[src/design/dwd_pkg.sv]
// ----------------------------------------------------------------------------
// dwd_pkg
// Shared widths, calendar tables, reciprocal constants and the pipeline
// load-enable type for the date weekday and day difference unit.
// ----------------------------------------------------------------------------
package dwd_pkg;

    localparam int YEAR_W  = 14;
    localparam int MONTH_W = 4;
    localparam int DAY_W   = 5;
    localparam int DIFF_W  = 23;
    localparam int WDAY_W  = 3;

    // biased year: year + 400, minus one for January and February
    localparam int YB_W    = YEAR_W + 1;
    localparam int DNUM_W  = 23;            // day number (plus a common constant)
    localparam int LEAP_W  = YB_W - 2;      // leap year count, at most yb / 4
    localparam int WSUM_W  = 15;            // weekday sum before mod 7
    localparam int DBM_W   = 9;             // days before month plus day
    localparam int SAK_W   = 6;             // weekday month offset plus day
    localparam int PROD_W  = 26;            // divide-by-25 products
    localparam int WPROD_W = 30;            // divide-by-7 products

    localparam logic [YB_W-1:0]   YEAR_BIAS  = YB_W'(400);
    localparam logic [DNUM_W-1:0] DAYS_YEAR  = DNUM_W'(365);
    // floor(x / 25) = (x * 5243) >> 17 for x below 43690
    localparam logic [12:0]       RECIP_25   = 13'd5243;
    // floor(x / 7) = (x * 18725) >> 17 for x below 43690
    localparam logic [14:0]       RECIP_7    = 15'd18725;
    localparam int                RECIP_SH   = 17;

    typedef struct packed {
        logic s1;
        logic s2;
        logic s3;
        logic s4;
        logic s5;
    } t_pipe_ld;

    // month 0 reads as January, 13 to 15 as December
    function automatic logic [MONTH_W-1:0] clamp_month(input logic [MONTH_W-1:0] m);
        logic [MONTH_W-1:0] r;
        r = m;
        if (m < MONTH_W'(1)) begin
            r = MONTH_W'(1);
        end else if (m > MONTH_W'(12)) begin
            r = MONTH_W'(12);
        end
        return r;
    endfunction

    // cumulative days of the earlier months of a common year
    function automatic logic [DBM_W-1:0] days_before_month(input logic [MONTH_W-1:0] m);
        logic [DBM_W-1:0] r;
        case (m)
            4'd1:    r = DBM_W'(0);
            4'd2:    r = DBM_W'(31);
            4'd3:    r = DBM_W'(59);
            4'd4:    r = DBM_W'(90);
            4'd5:    r = DBM_W'(120);
            4'd6:    r = DBM_W'(151);
            4'd7:    r = DBM_W'(181);
            4'd8:    r = DBM_W'(212);
            4'd9:    r = DBM_W'(243);
            4'd10:   r = DBM_W'(273);
            4'd11:   r = DBM_W'(304);
            default: r = DBM_W'(334);
        endcase
        return r;
    endfunction

    // weekday month offsets of the Sakamoto method
    function automatic logic [2:0] sak_offset(input logic [MONTH_W-1:0] m);
        logic [2:0] r;
        case (m)
            4'd1:    r = 3'd0;
            4'd2:    r = 3'd3;
            4'd3:    r = 3'd2;
            4'd4:    r = 3'd5;
            4'd5:    r = 3'd0;
            4'd6:    r = 3'd3;
            4'd7:    r = 3'd5;
            4'd8:    r = 3'd1;
            4'd9:    r = 3'd4;
            4'd10:   r = 3'd6;
            4'd11:   r = 3'd2;
            default: r = 3'd4;
        endcase
        return r;
    endfunction

endpackage

[src/design/date_weekday_and_day_difference_unit.sv]
// ----------------------------------------------------------------------------
// date_weekday_and_day_difference_unit
// Day difference, weekdays and order flags for a pair of Gregorian dates.
// ----------------------------------------------------------------------------
// Usage:
//   Input channel: i_valid / o_ready with dates A and B (year, month, day).
//   Output channel: o_valid / i_ready with the day difference B - A
//   (23-bit two's complement, wraps when out of range), weekday of each
//   date (1 Sunday .. 7 Saturday) and the before / after / equal flags.
//   A transfer happens on a rising edge with valid and ready both high.
//   Months 0 and 13..15 read as January and December; days are not
//   checked against the month length.
// Pipeline and throughput:
//   Five register stages; one date pair per cycle is sustained while the
//   receiver keeps i_ready high.
// Reset and stalls:
//   Synchronous active-low reset clears all stage valid bits; payload
//   registers are not reset. Each stage has its own valid bit and loads
//   when it is empty or its successor loads, so a stalled receiver fills
//   the bubbles first and then holds every stage; nothing is dropped or
//   repeated.
// ----------------------------------------------------------------------------
module date_weekday_and_day_difference_unit
    import dwd_pkg::*;
(
    input  logic                        i_clk,
    input  logic                        i_rst_n,

    input  logic                        i_valid,
    output logic                        o_ready,
    input  logic [YEAR_W-1:0]           i_year_a,
    input  logic [MONTH_W-1:0]          i_month_a,
    input  logic [DAY_W-1:0]            i_day_a,
    input  logic [YEAR_W-1:0]           i_year_b,
    input  logic [MONTH_W-1:0]          i_month_b,
    input  logic [DAY_W-1:0]            i_day_b,

    output logic                        o_valid,
    input  logic                        i_ready,
    output logic signed [DIFF_W-1:0]    o_day_difference,
    output logic [WDAY_W-1:0]           o_weekday_a,
    output logic [WDAY_W-1:0]           o_weekday_b,
    output logic                        o_a_before_b,
    output logic                        o_a_after_b,
    output logic                        o_dates_equal
);

    localparam int STAGES = 5;

    logic [STAGES-1:0] r_vld;
    logic [STAGES-1:0] n_vld;
    logic [STAGES-1:0] w_rdy;
    t_pipe_ld          w_ld;

    logic              n_eq;
    logic              r_eq1;
    logic              r_eq2;
    logic              r_eq3;

    logic [DNUM_W-1:0] w_dnum_a;
    logic [DNUM_W-1:0] w_dnum_b;
    logic [WSUM_W-1:0] w_wsum_a;
    logic [WSUM_W-1:0] w_wsum_b;
    logic [DIFF_W-1:0] w_diff;

    // stage k loads when it is empty or the next stage takes its item
    always_comb begin
        w_rdy[STAGES-1] = !r_vld[STAGES-1] || i_ready;
        for (int k = STAGES - 2; k >= 0; k--) begin
            w_rdy[k] = !r_vld[k] || w_rdy[k+1];
        end
        n_vld[0] = w_rdy[0] ? i_valid : r_vld[0];
        for (int k = 1; k < STAGES; k++) begin
            n_vld[k] = w_rdy[k] ? r_vld[k-1] : r_vld[k];
        end
        w_ld.s1 = w_rdy[0];
        w_ld.s2 = w_rdy[1];
        w_ld.s3 = w_rdy[2];
        w_ld.s4 = w_rdy[3];
        w_ld.s5 = w_rdy[4];
    end

    always_ff @(posedge i_clk) begin
        if (!i_rst_n) begin
            r_vld <= '0;
        end else begin
            r_vld <= n_vld;
        end
    end

    assign o_ready = w_rdy[0];
    assign o_valid = r_vld[STAGES-1];

    // equality on the clamped month; carry it alongside the date stages
    assign n_eq = (i_year_a == i_year_b)
               && (clamp_month(i_month_a) == clamp_month(i_month_b))
               && (i_day_a == i_day_b);

    always_ff @(posedge i_clk) begin
        if (w_ld.s1) begin
            r_eq1 <= n_eq;
        end
        if (w_ld.s2) begin
            r_eq2 <= r_eq1;
        end
        if (w_ld.s3) begin
            r_eq3 <= r_eq2;
        end
    end

    dwd_date_unit u_date_a (
        .i_clk   (i_clk),
        .i_ld    (w_ld),
        .i_year  (i_year_a),
        .i_month (i_month_a),
        .i_day   (i_day_a),
        .o_dnum  (w_dnum_a),
        .o_wsum  (w_wsum_a)
    );

    dwd_date_unit u_date_b (
        .i_clk   (i_clk),
        .i_ld    (w_ld),
        .i_year  (i_year_b),
        .i_month (i_month_b),
        .i_day   (i_day_b),
        .o_dnum  (w_dnum_b),
        .o_wsum  (w_wsum_b)
    );

    dwd_result_unit u_result (
        .i_clk    (i_clk),
        .i_ld     (w_ld),
        .i_dnum_a (w_dnum_a),
        .i_dnum_b (w_dnum_b),
        .i_wsum_a (w_wsum_a),
        .i_wsum_b (w_wsum_b),
        .i_eq     (r_eq3),
        .o_diff   (w_diff),
        .o_wday_a (o_weekday_a),
        .o_wday_b (o_weekday_b),
        .o_before (o_a_before_b),
        .o_after  (o_a_after_b),
        .o_eq     (o_dates_equal)
    );

    assign o_day_difference = $signed(w_diff);

    // equal dates give a zero difference and neither order flag
    a_equal_zero: assert property (@(posedge i_clk) disable iff (!i_rst_n)
        o_valid && o_dates_equal |->
            (o_day_difference == '0) && !o_a_before_b && !o_a_after_b)
        else $error("equal dates with nonzero difference or order flag");

    // order flags are exclusive
    a_flags_excl: assert property (@(posedge i_clk) disable iff (!i_rst_n)
        o_valid |-> !(o_a_before_b && o_a_after_b))
        else $error("before and after both set");

    // weekday codes never zero
    a_wday_range: assert property (@(posedge i_clk) disable iff (!i_rst_n)
        o_valid |-> (o_weekday_a != '0) && (o_weekday_b != '0))
        else $error("weekday out of range");

    // equal dates fall on the same weekday
    a_equal_wday: assert property (@(posedge i_clk) disable iff (!i_rst_n)
        o_valid && o_dates_equal |-> (o_weekday_a == o_weekday_b))
        else $error("equal dates with different weekdays");

endmodule

[src/design/dwd_date_unit.sv]
// ----------------------------------------------------------------------------
// dwd_date_unit
// Three pipeline stages for one date: biased year and linear terms, the
// divide-by-25 products for the century terms, then day number and weekday sum.
// ----------------------------------------------------------------------------
module dwd_date_unit
    import dwd_pkg::*;
(
    input  logic                i_clk,
    input  t_pipe_ld            i_ld,
    input  logic [YEAR_W-1:0]   i_year,
    input  logic [MONTH_W-1:0]  i_month,
    input  logic [DAY_W-1:0]    i_day,
    output logic [DNUM_W-1:0]   o_dnum,
    output logic [WSUM_W-1:0]   o_wsum
);

    logic [MONTH_W-1:0] w_month;
    logic [YB_W-1:0]    n_yb;
    logic [DNUM_W-1:0]  n_y365;
    logic [DBM_W-1:0]   n_dbm;
    logic [SAK_W-1:0]   n_sak;

    logic [YB_W-1:0]    r1_yb;
    logic [DNUM_W-1:0]  r1_y365;
    logic [DBM_W-1:0]   r1_dbm;
    logic [SAK_W-1:0]   r1_sak;

    logic [PROD_W-1:0]  n_p4;
    logic [PROD_W-1:0]  n_p16;
    logic [YB_W-1:0]    r2_yb;
    logic [DNUM_W-1:0]  r2_y365;
    logic [DBM_W-1:0]   r2_dbm;
    logic [SAK_W-1:0]   r2_sak;
    logic [PROD_W-1:0]  r2_p4;
    logic [PROD_W-1:0]  r2_p16;

    logic [LEAP_W-1:0]  w_q4;
    logic [LEAP_W-1:0]  w_d100;
    logic [LEAP_W-1:0]  w_d400;
    logic [LEAP_W-1:0]  w_leap;
    logic [DNUM_W-1:0]  n_dnum;
    logic [WSUM_W-1:0]  n_wsum;
    logic [DNUM_W-1:0]  r3_dnum;
    logic [WSUM_W-1:0]  r3_wsum;

    // stage 1: clamp month, bias year, linear terms
    always_comb begin
        w_month = clamp_month(i_month);
        n_yb    = YB_W'(i_year) + YEAR_BIAS;
        if (w_month <= MONTH_W'(2)) begin
            n_yb = n_yb - YB_W'(1);
        end
        n_y365  = DNUM_W'(i_year) * DAYS_YEAR;
        n_dbm   = days_before_month(w_month) + DBM_W'(i_day);
        n_sak   = SAK_W'(sak_offset(w_month)) + SAK_W'(i_day);
    end

    always_ff @(posedge i_clk) begin
        if (i_ld.s1) begin
            r1_yb   <= n_yb;
            r1_y365 <= n_y365;
            r1_dbm  <= n_dbm;
            r1_sak  <= n_sak;
        end
    end

    // stage 2: reciprocal products for yb / 100 and yb / 400
    assign n_p4  = PROD_W'(r1_yb[YB_W-1:2]) * PROD_W'(RECIP_25);
    assign n_p16 = PROD_W'(r1_yb[YB_W-1:4]) * PROD_W'(RECIP_25);

    always_ff @(posedge i_clk) begin
        if (i_ld.s2) begin
            r2_yb   <= r1_yb;
            r2_y365 <= r1_y365;
            r2_dbm  <= r1_dbm;
            r2_sak  <= r1_sak;
            r2_p4   <= n_p4;
            r2_p16  <= n_p16;
        end
    end

    // stage 3: leap count, day number, weekday sum
    always_comb begin
        w_q4   = r2_yb[YB_W-1:2];
        w_d100 = LEAP_W'(r2_p4 >> RECIP_SH);
        w_d400 = LEAP_W'(r2_p16 >> RECIP_SH);
        w_leap = w_q4 - w_d100 + w_d400;
        n_dnum = r2_y365 + DNUM_W'(r2_dbm) + DNUM_W'(w_leap);
        n_wsum = WSUM_W'(w_leap) + WSUM_W'(r2_yb) + WSUM_W'(r2_sak);
    end

    always_ff @(posedge i_clk) begin
        if (i_ld.s3) begin
            r3_dnum <= n_dnum;
            r3_wsum <= n_wsum;
        end
    end

    assign o_dnum = r3_dnum;
    assign o_wsum = r3_wsum;

endmodule

[src/design/dwd_result_unit.sv]
// ----------------------------------------------------------------------------
// dwd_result_unit
// Two pipeline stages joining both dates: difference and mod-7 products,
// then weekdays and order flags into the output register.
// ----------------------------------------------------------------------------
module dwd_result_unit
    import dwd_pkg::*;
(
    input  logic                i_clk,
    input  t_pipe_ld            i_ld,
    input  logic [DNUM_W-1:0]   i_dnum_a,
    input  logic [DNUM_W-1:0]   i_dnum_b,
    input  logic [WSUM_W-1:0]   i_wsum_a,
    input  logic [WSUM_W-1:0]   i_wsum_b,
    input  logic                i_eq,
    output logic [DIFF_W-1:0]   o_diff,
    output logic [WDAY_W-1:0]   o_wday_a,
    output logic [WDAY_W-1:0]   o_wday_b,
    output logic                o_before,
    output logic                o_after,
    output logic                o_eq
);

    logic signed [DNUM_W:0] n_diff;
    logic signed [DNUM_W:0] r4_diff;
    logic [WPROD_W-1:0]     r4_pa;
    logic [WPROD_W-1:0]     r4_pb;
    logic [WSUM_W-1:0]      r4_wa;
    logic [WSUM_W-1:0]      r4_wb;
    logic                   r4_eq;

    logic [WSUM_W-1:0]      w_qa;
    logic [WSUM_W-1:0]      w_qb;
    logic [WSUM_W-1:0]      w_ra;
    logic [WSUM_W-1:0]      w_rb;

    logic [DIFF_W-1:0]      r5_diff;
    logic [WDAY_W-1:0]      r5_wa;
    logic [WDAY_W-1:0]      r5_wb;
    logic                   r5_before;
    logic                   r5_after;
    logic                   r5_eq;

    // stage 4: signed difference and reciprocal products for mod 7
    assign n_diff = $signed({1'b0, i_dnum_b}) - $signed({1'b0, i_dnum_a});

    always_ff @(posedge i_clk) begin
        if (i_ld.s4) begin
            r4_diff <= n_diff;
            r4_pa   <= WPROD_W'(i_wsum_a) * WPROD_W'(RECIP_7);
            r4_pb   <= WPROD_W'(i_wsum_b) * WPROD_W'(RECIP_7);
            r4_wa   <= i_wsum_a;
            r4_wb   <= i_wsum_b;
            r4_eq   <= i_eq;
        end
    end

    // stage 5: remainder = sum - 7 * quotient, weekday = remainder + 1
    always_comb begin
        w_qa = WSUM_W'(r4_pa >> RECIP_SH);
        w_qb = WSUM_W'(r4_pb >> RECIP_SH);
        w_ra = r4_wa - ((w_qa << 3) - w_qa);
        w_rb = r4_wb - ((w_qb << 3) - w_qb);
    end

    always_ff @(posedge i_clk) begin
        if (i_ld.s5) begin
            r5_diff   <= r4_diff[DIFF_W-1:0];
            r5_wa     <= w_ra[WDAY_W-1:0] + WDAY_W'(1);
            r5_wb     <= w_rb[WDAY_W-1:0] + WDAY_W'(1);
            r5_before <= (r4_diff > 0);
            r5_after  <= r4_diff[DNUM_W];
            r5_eq     <= r4_eq;
        end
    end

    assign o_diff   = r5_diff;
    assign o_wday_a = r5_wa;
    assign o_wday_b = r5_wb;
    assign o_before = r5_before;
    assign o_after  = r5_after;
    assign o_eq     = r5_eq;

endmodule
[config.mk]
export PLATFORM = sky130hd
export DESIGN_NAME = date_weekday_and_day_difference_unit
export DESIGN_NICKNAME = d
export VERILOG_FILES = /design/src/design/dwd_pkg.sv /design/src/design/date_weekday_and_day_difference_unit.sv /design/src/design/dwd_date_unit.sv /design/src/design/dwd_result_unit.sv
export SDC_FILE = /design/constraint.sdc
export NUM_CORES = 2
export LEC_CHECK = 0
export BUFFER_PORTS_ARGS = -buffer_cell sky130_fd_sc_hd__buf_2
export CORE_MARGIN = 2
export CORE_UTILIZATION = 50
export DETAILED_ROUTE_END_ITERATION = 8
export PLACE_DENSITY = 0.68
export SYNTH_ARGS = -nofsm -noshare
export SYNTH_HDL_FRONTEND = slang
export SYNTH_HIERARCHICAL = 1
export SYNTH_SLANG_ARGS = --single-unit
[constraint.sdc]
create_clock -name i_clk -period 5 [get_ports i_clk]
set_clock_uncertainty 0.2 [all_clocks]
set_input_delay 0.75 -clock i_clk [delete_from_list [all_inputs] [get_ports i_clk]]
set_output_delay 0.75 -clock i_clk [all_outputs]
set_load 0.02 [all_outputs]
# Word level (Yosys, flattened, before mapping)
# Memories as Yosys holds them, arrays and structs flattened.
# Cells that the tools add are included.
# Widths: inputs -> output; s select.
word_totals:
  ff_bits: 499
  romBits: 384
  output_inout_bits: 34
  elab_cells: 111
  mem_count: 4
mem_list:
  columns: ["name", "words", "word_bits", "read_ports", "rd_clocked_by_memory_dff", "write_ports", "line", "source"]
  rows:
  - ["(no name shown)", 16, 9, 1, 0, 0, "dwd_pkg.sv:55", "case (m)"]
  - ["(no name shown)", 16, 9, 1, 0, 0, "dwd_pkg.sv:55", null]
  - ["(no name shown)", 16, 3, 1, 0, 0, "dwd_pkg.sv:75", "case (m)"]
  - ["(no name shown)", 16, 3, 1, 0, 0, "dwd_pkg.sv:75", null]
classes:
  n_addsub: 27
  mul: 8
  n_lt_le_gt_ge: 7
  n_eq_ne: 3
  muxes: 6
  reduce_logical: 12
op_table:
  columns: ["op", "n"]
  rows:
  - ["$mul 13x13->26 const B", 2]
  - ["$mul 11x13->24 const B", 2]
  - ["$add 23x13->23", 2]
  - ["$add 23x9->23", 2]
  - ["$mul 14x9->23 const B", 2]
  - ["$mul 15x15->20 const B", 2]
  - ["$add 13x15->15", 2]
  - ["$add 14x9->15 const B", 2]
  - ["$add 15x6->15", 2]
  - ["$mux 15", 2]
  - ["$sub 15x1->15 const B", 2]
  - ["$add 13x7->13", 2]
  - ["$sub 13x9->13", 2]
  - ["$gt 24x1->1 const B", 1]
  - ["$sub 23x23->24", 1]
  - ["$add 9x5->9", 2]
  - ["$mux 4", 4]
  - ["$eq 14x14->1", 1]
  - ["$add 3x5->6", 2]
  - ["$gt 4x4->1 const B", 2]
  - ["$le 4x2->1 const B", 2]
  - ["$lt 4x1->1 const B", 2]
  - ["$add 3x1->3 const B", 2]
  - ["$sub 1x3->3 const A", 2]
  - ["6 further kinds", 16]

# Longest topological paths before layout
logic_depth:
  word_depth: 6
  mapped_depth: 21

# By module
# Netlist, hierarchy kept.
modules_own_cells:
  columns: ["module", "instances", "cells_each", "area_each_um2", "seq_area_each_um2"]
  rows:
  - ["dwd_date_unit (u_date_b)", 1, 1419, 15847.7, 4804.6]
  - ["dwd_date_unit (u_date_a)", 1, 1400, 15761.4, 4804.6]
  - ["dwd_result_unit", 1, 639, 7235.7, 2072.0]
  - ["date_weekday_and_day_difference_unit", 1, 58, 551.8, 190.2]

# Worst setup path after synthesis
# Ideal clock, no wire load.
synth_path:
  kind: "reg-to-reg"
  from: "register u_date_b.r1_yb[6]"
  to: "register u_date_b.r2_p16[20], data pin"
  setup_ps: 272
  arrival_time_ps: 4905
  t_required_ps: 4528
  setup_slack_ps: -376
  path_stages_with_launch: 19
  period_less_slack_ps: 5376
  path_cell_list: "edfxtp_1 > inv_1 > fa_1 > inv_1 > fa_1 > ha_1 > inv_1 > fa_1 > fa_1 > inv_1 > ha_1 > a21o_1 > a21o_1 > a21o_1 > a211o_1 > o221ai_2 > nor3_1 > a2111oi_0 > a21oi_1"
synth_via:
  elab_chain_len: 1
synth_lines:
  columns: ["item", "line", "source"]
  rows:
  - ["start: declaration", "dwd_date_unit.sv:24", "logic [YB_W-1:0] r1_yb;"]
  - ["start signal: assignment", "dwd_date_unit.sv:61", "r1_yb <= n_yb;"]
  - ["$mul 11x13->24", "dwd_date_unit.sv:70", "assign n_p16 = PROD_W'(r1_yb[YB_W-1:4]) * PROD_W'(RECIP_25);"]
  - ["named net u_date_b.n_p16[20]", "dwd_date_unit.sv:30", "logic [PROD_W-1:0] n_p16;"]
  - ["end signal: assignment", "dwd_date_unit.sv:79", "r2_p16 <= n_p16;"]
  - ["end: declaration", "dwd_date_unit.sv:36", "logic [PROD_W-1:0] r2_p16;"]
# The timed path passes the listed nets, and every way through them passes these cells.
# A chain may end at the register's enable or synchronous reset.

# Final worst setup path
layout_path:
  from: "register u_date_b.r1_yb[13]"
  to: "register u_date_b.r2_p16[20], data pin"
# The elaborated chain is that of the path after synthesis.

==> qor.yml <==
synthesis:
  mean_post_synth_cell_area_um2: 11.2
  netlist.top_cell.by_area: "sky130_fd_sc_hd__edfxtp_1"
  synthFlopType: "sky130_fd_sc_hd__edfxtp_1"
  synthCells: 3516
  synth.most_common_cell: "sky130_fd_sc_hd__inv_1"
  yosysUniqueCellTypes: 98
  synth_fp_nets: 4654
  synth_area_um2: 39400
  yosys-top-cells-count: "814 x sky130_fd_sc_hd__inv_1, 697 x sky130_fd_sc_hd__ha_1, 392 x sky130_fd_sc_hd__edfxtp_1"
  synth_area_leaders: "sky130_fd_sc_hd__edfxtp_1 30%, sky130_fd_sc_hd__ha_1 22%, sky130_fd_sc_hd__fa_1 20%, sky130_fd_sc_hd__inv_1 7.8%, sky130_fd_sc_hd__xnor2_1 3.8%"
  synth_top_cell_area_share: 0.299
  post_synth_edffs: 392
  postSynth.asyncResetShare: 0
  synthesized_flop_and_latch_total: 397
  synth.yosys.seq_area_share: 0.301
  yosys_warnings: 6
setup_path:
  timing.critical_path.fanout_max: 3
  critical_path_data_required_time_ns: 5.11
  worst_ep_arrival_time_ns: 5.28
  cp-end-kind: "flop"
  type_of_element_launching_the_critical_path: "flop"
  timing_worst_setup_path_type: "reg -> reg"
global_routing:
  grt_first_pass_wirelength_mm: 138
  grt.met3_usage: 0.0424
  grt_start_max_net_pins: 61
  met2_usage: 0.346
  initial_antenna_violation_count: 6
  via_count_of_the_first_global_routing_pass: 27000
  grtUsageTotal: 0.216
  busiest_layer: "met2"
  grt.overflow.total: 0
  routing_usage_on_met1: 0.305
cells_and_area:
  number_of_cells_in_the_finished_layout_apart_from_fillers: 5133
  fin_util: 0.609
  finish.net_count: 5193
  areaGrowthSynthToFinish_pct: 20.1
  final_layout_size_suffix_gt1_frac: 0.211
timing:
  fmaxAchievable_mhz: 194
  postLayoutSetupSlackWorst_ns: -0.167
  setup_viol: 19
  report.final.slew_viol_count: 0
  hold_viol: 0
  slew_headroom: 0.330
  worst_pin_slew_ns: 1.00
  finalWorstPathRequiredPeriod_ns: 5.17
  finalCritPeriodShare: 1.03
  unrepaired_setup_endpoints_after_global_routing: "yes"
clock_network:
  buffers_from_clock_root_to_sink_at_most: 3
  clkLatencyLatePin_ns: 0.58
  clockRootBuffer: "sky130_fd_sc_hd__clkbuf_16"
  hold_buffers: 0
  clock_sinks: 397
  tritoncts.num_buffers: 44
  ctsHtreeMaxLevel: 2
  clkSlewWorstSetupHoldPaths_ns: 0.07
  cts_tree: "yes"
routing:
  final_wl_mm: 87.4
  route.antenna.remaining_nets: 0
  wl_per_cell_um: 17.0
  detail_route.drc_violations: 0
  route.vias.total: 26200
  drt_first_pass_iters: 5
  avgViaCountPerCell: 5.10
  drt_iter0_markers: 1455
hold_path:
  worstHoldPathType: "reg -> reg"
die:
  die_width_um: 285
  core_area_um2: 77700
  row_count: 102
  dieHeight_um: 285
  die_area_um2: 81100
  floorplan.io_pins: 84
  start_util: 0.507
run:
  maxCapViolations: 0
status:
  outcome: "complete, but fails checks"
  violated_checks: "negative setup slack"
placement:
  dp_worst_setup_slack_ns: -0.377
  placement.io_buffers: 83
  dp_hpwl_mm: 70.9
  placed_cells: 4983
  finalWeightedCongestion: 0.919
==> routing by layer <==
layer	routed length (µm)	up-vias	part of all wire
met5	38	-	0.00043
met2	39800	519	0.46
li1	-	12900	-
met3	5330	105	0.061
met4	1660	6	0.019
met1	40600	12700	0.46
==> logic make-up after synthesis <==
group           after synthesis  synth area share
buf+inv                     829            0.0792
fa+ha+maj                  1088             0.420
mux                           5           0.00127
xor+xnor                    252            0.0562
compound gates              496            0.0842
flops                       397             0.301
simple gates                449            0.0577
==> final cells by class <==
type	count	area [µm²]
sequential	397	11900
clock inverter	32	399
clock buffer	48	1140
multi-input combinational	2290	25800
fill	6116	30400
tap	1040	1300
timing repair buffer	507	3700
antenna	4	10.0
inverter	815	3060
==> worst paths after layout <==
kind	start	end	slack, ns	cells past startpoint
min	u_date_a/r1_y365[21]$_DFFE_PP_	u_date_a/r2_y365[21]$_DFFE_PP_	0.22	0
min reg2reg	u_date_a/r1_y365[21]$_DFFE_PP_	u_date_a/r2_y365[21]$_DFFE_PP_	0.22	0
max reg2reg	u_date_b/r1_yb[13]$_DFFE_PP_	u_date_b/r2_p16[20]$_DFFE_PP_	-0.17	14
max	u_date_b/r1_yb[13]$_DFFE_PP_	u_date_b/r2_p16[20]$_DFFE_PP_	-0.17	14
==> through the flow <==
stage | cell area, µm² | setup TNS [ns] | hold slack, ns
floorplan | 39500 | -0.589 | 0.200
global route | 47300 | -5.87 | 0.222
global placement | 43900 | -5.89 | 0.200
finish | 47300 | -1.98 | 0.215
detailed placement | 43900 | -9.00 | 0.205
CTS | 46300 | -1.10 | 0.186
==> placed cells by master, fill, tap and decap left out, types with 7 or more instances in the layout <==
cell type	instances
sky130_fd_sc_hd__a31oi_1	11
sky130_fd_sc_hd__ha_2	8
sky130_fd_sc_hd__clkinv_2	7
sky130_fd_sc_hd__ha_1	633
sky130_fd_sc_hd__nand2_1	94
sky130_fd_sc_hd__o21bai_1	15
sky130_fd_sc_hd__ha_4	56
sky130_fd_sc_hd__nor2b_1	31
sky130_fd_sc_hd__o21ai_1	14
sky130_fd_sc_hd__nor3_1	41
sky130_fd_sc_hd__buf_4	401
sky130_fd_sc_hd__a21oi_1	111
sky130_fd_sc_hd__nand2b_1	16
sky130_fd_sc_hd__bufinv_16	8
sky130_fd_sc_hd__o21ai_0	63
sky130_fd_sc_hd__nor2_1	107
sky130_fd_sc_hd__xnor2_2	10
sky130_fd_sc_hd__inv_1	771
sky130_fd_sc_hd__o21ai_2	7
sky130_fd_sc_hd__clkbuf_16	45
sky130_fd_sc_hd__nor4_1	11
sky130_fd_sc_hd__xor2_1	80
sky130_fd_sc_hd__o211ai_1	9
sky130_fd_sc_hd__nand4_1	13
sky130_fd_sc_hd__or2_2	10
sky130_fd_sc_hd__buf_6	21
sky130_fd_sc_hd__and3_1	22
sky130_fd_sc_hd__fa_1	371
sky130_fd_sc_hd__o21a_1	29
sky130_fd_sc_hd__fa_2	20
sky130_fd_sc_hd__nand3_1	40
sky130_fd_sc_hd__a21oi_2	35
sky130_fd_sc_hd__a211oi_1	10
sky130_fd_sc_hd__edfxtp_1	392
sky130_fd_sc_hd__a21o_1	79
sky130_fd_sc_hd__a21boi_1	7
sky130_fd_sc_hd__inv_2	44
sky130_fd_sc_hd__xnor2_1	160
sky130_fd_sc_hd__buf_2	83
==> worst max-delay path, stage by stage, from the launching register on <==
cell	delay, ns
sky130_fd_sc_hd__edfxtp_1	0.43
sky130_fd_sc_hd__buf_4	0.17
sky130_fd_sc_hd__fa_2	0.49
sky130_fd_sc_hd__fa_1	0.60
sky130_fd_sc_hd__fa_2	0.45
sky130_fd_sc_hd__fa_2	0.41
sky130_fd_sc_hd__fa_1	0.55
sky130_fd_sc_hd__ha_4	0.21
sky130_fd_sc_hd__o21a_1	0.20
sky130_fd_sc_hd__o221ai_2	0.21
sky130_fd_sc_hd__nand2b_1	0.11
sky130_fd_sc_hd__a21o_1	0.19
sky130_fd_sc_hd__a21o_1	0.21
sky130_fd_sc_hd__a2111oi_4	0.36
sky130_fd_sc_hd__a21oi_1	0.09
==> flip-flops by register name, indices dropped and copies added, names as in the netlist, 23 cells and up <==
register and count:
u_date_a/o_dnum 23, u_date_a/r1_y365 23, u_date_a/r2_y365 23, u_date_b/o_dnum 23, u_date_b/r1_y365 23, u_date_b/r2_y365 23, u_result/o_diff 23, u_result/r4_diff 24
==> what timing repair did <==
item	in CTS	in global routing
setup endpoints to repair	46	60
hold endpoints to repair	0	0
buffers inserted	40	27
pin swaps	94	132
resized for setup	123	142
Power is not shown: default switching activity piles up to over one toggle a cycle in this logic, so the estimate is an artifact.
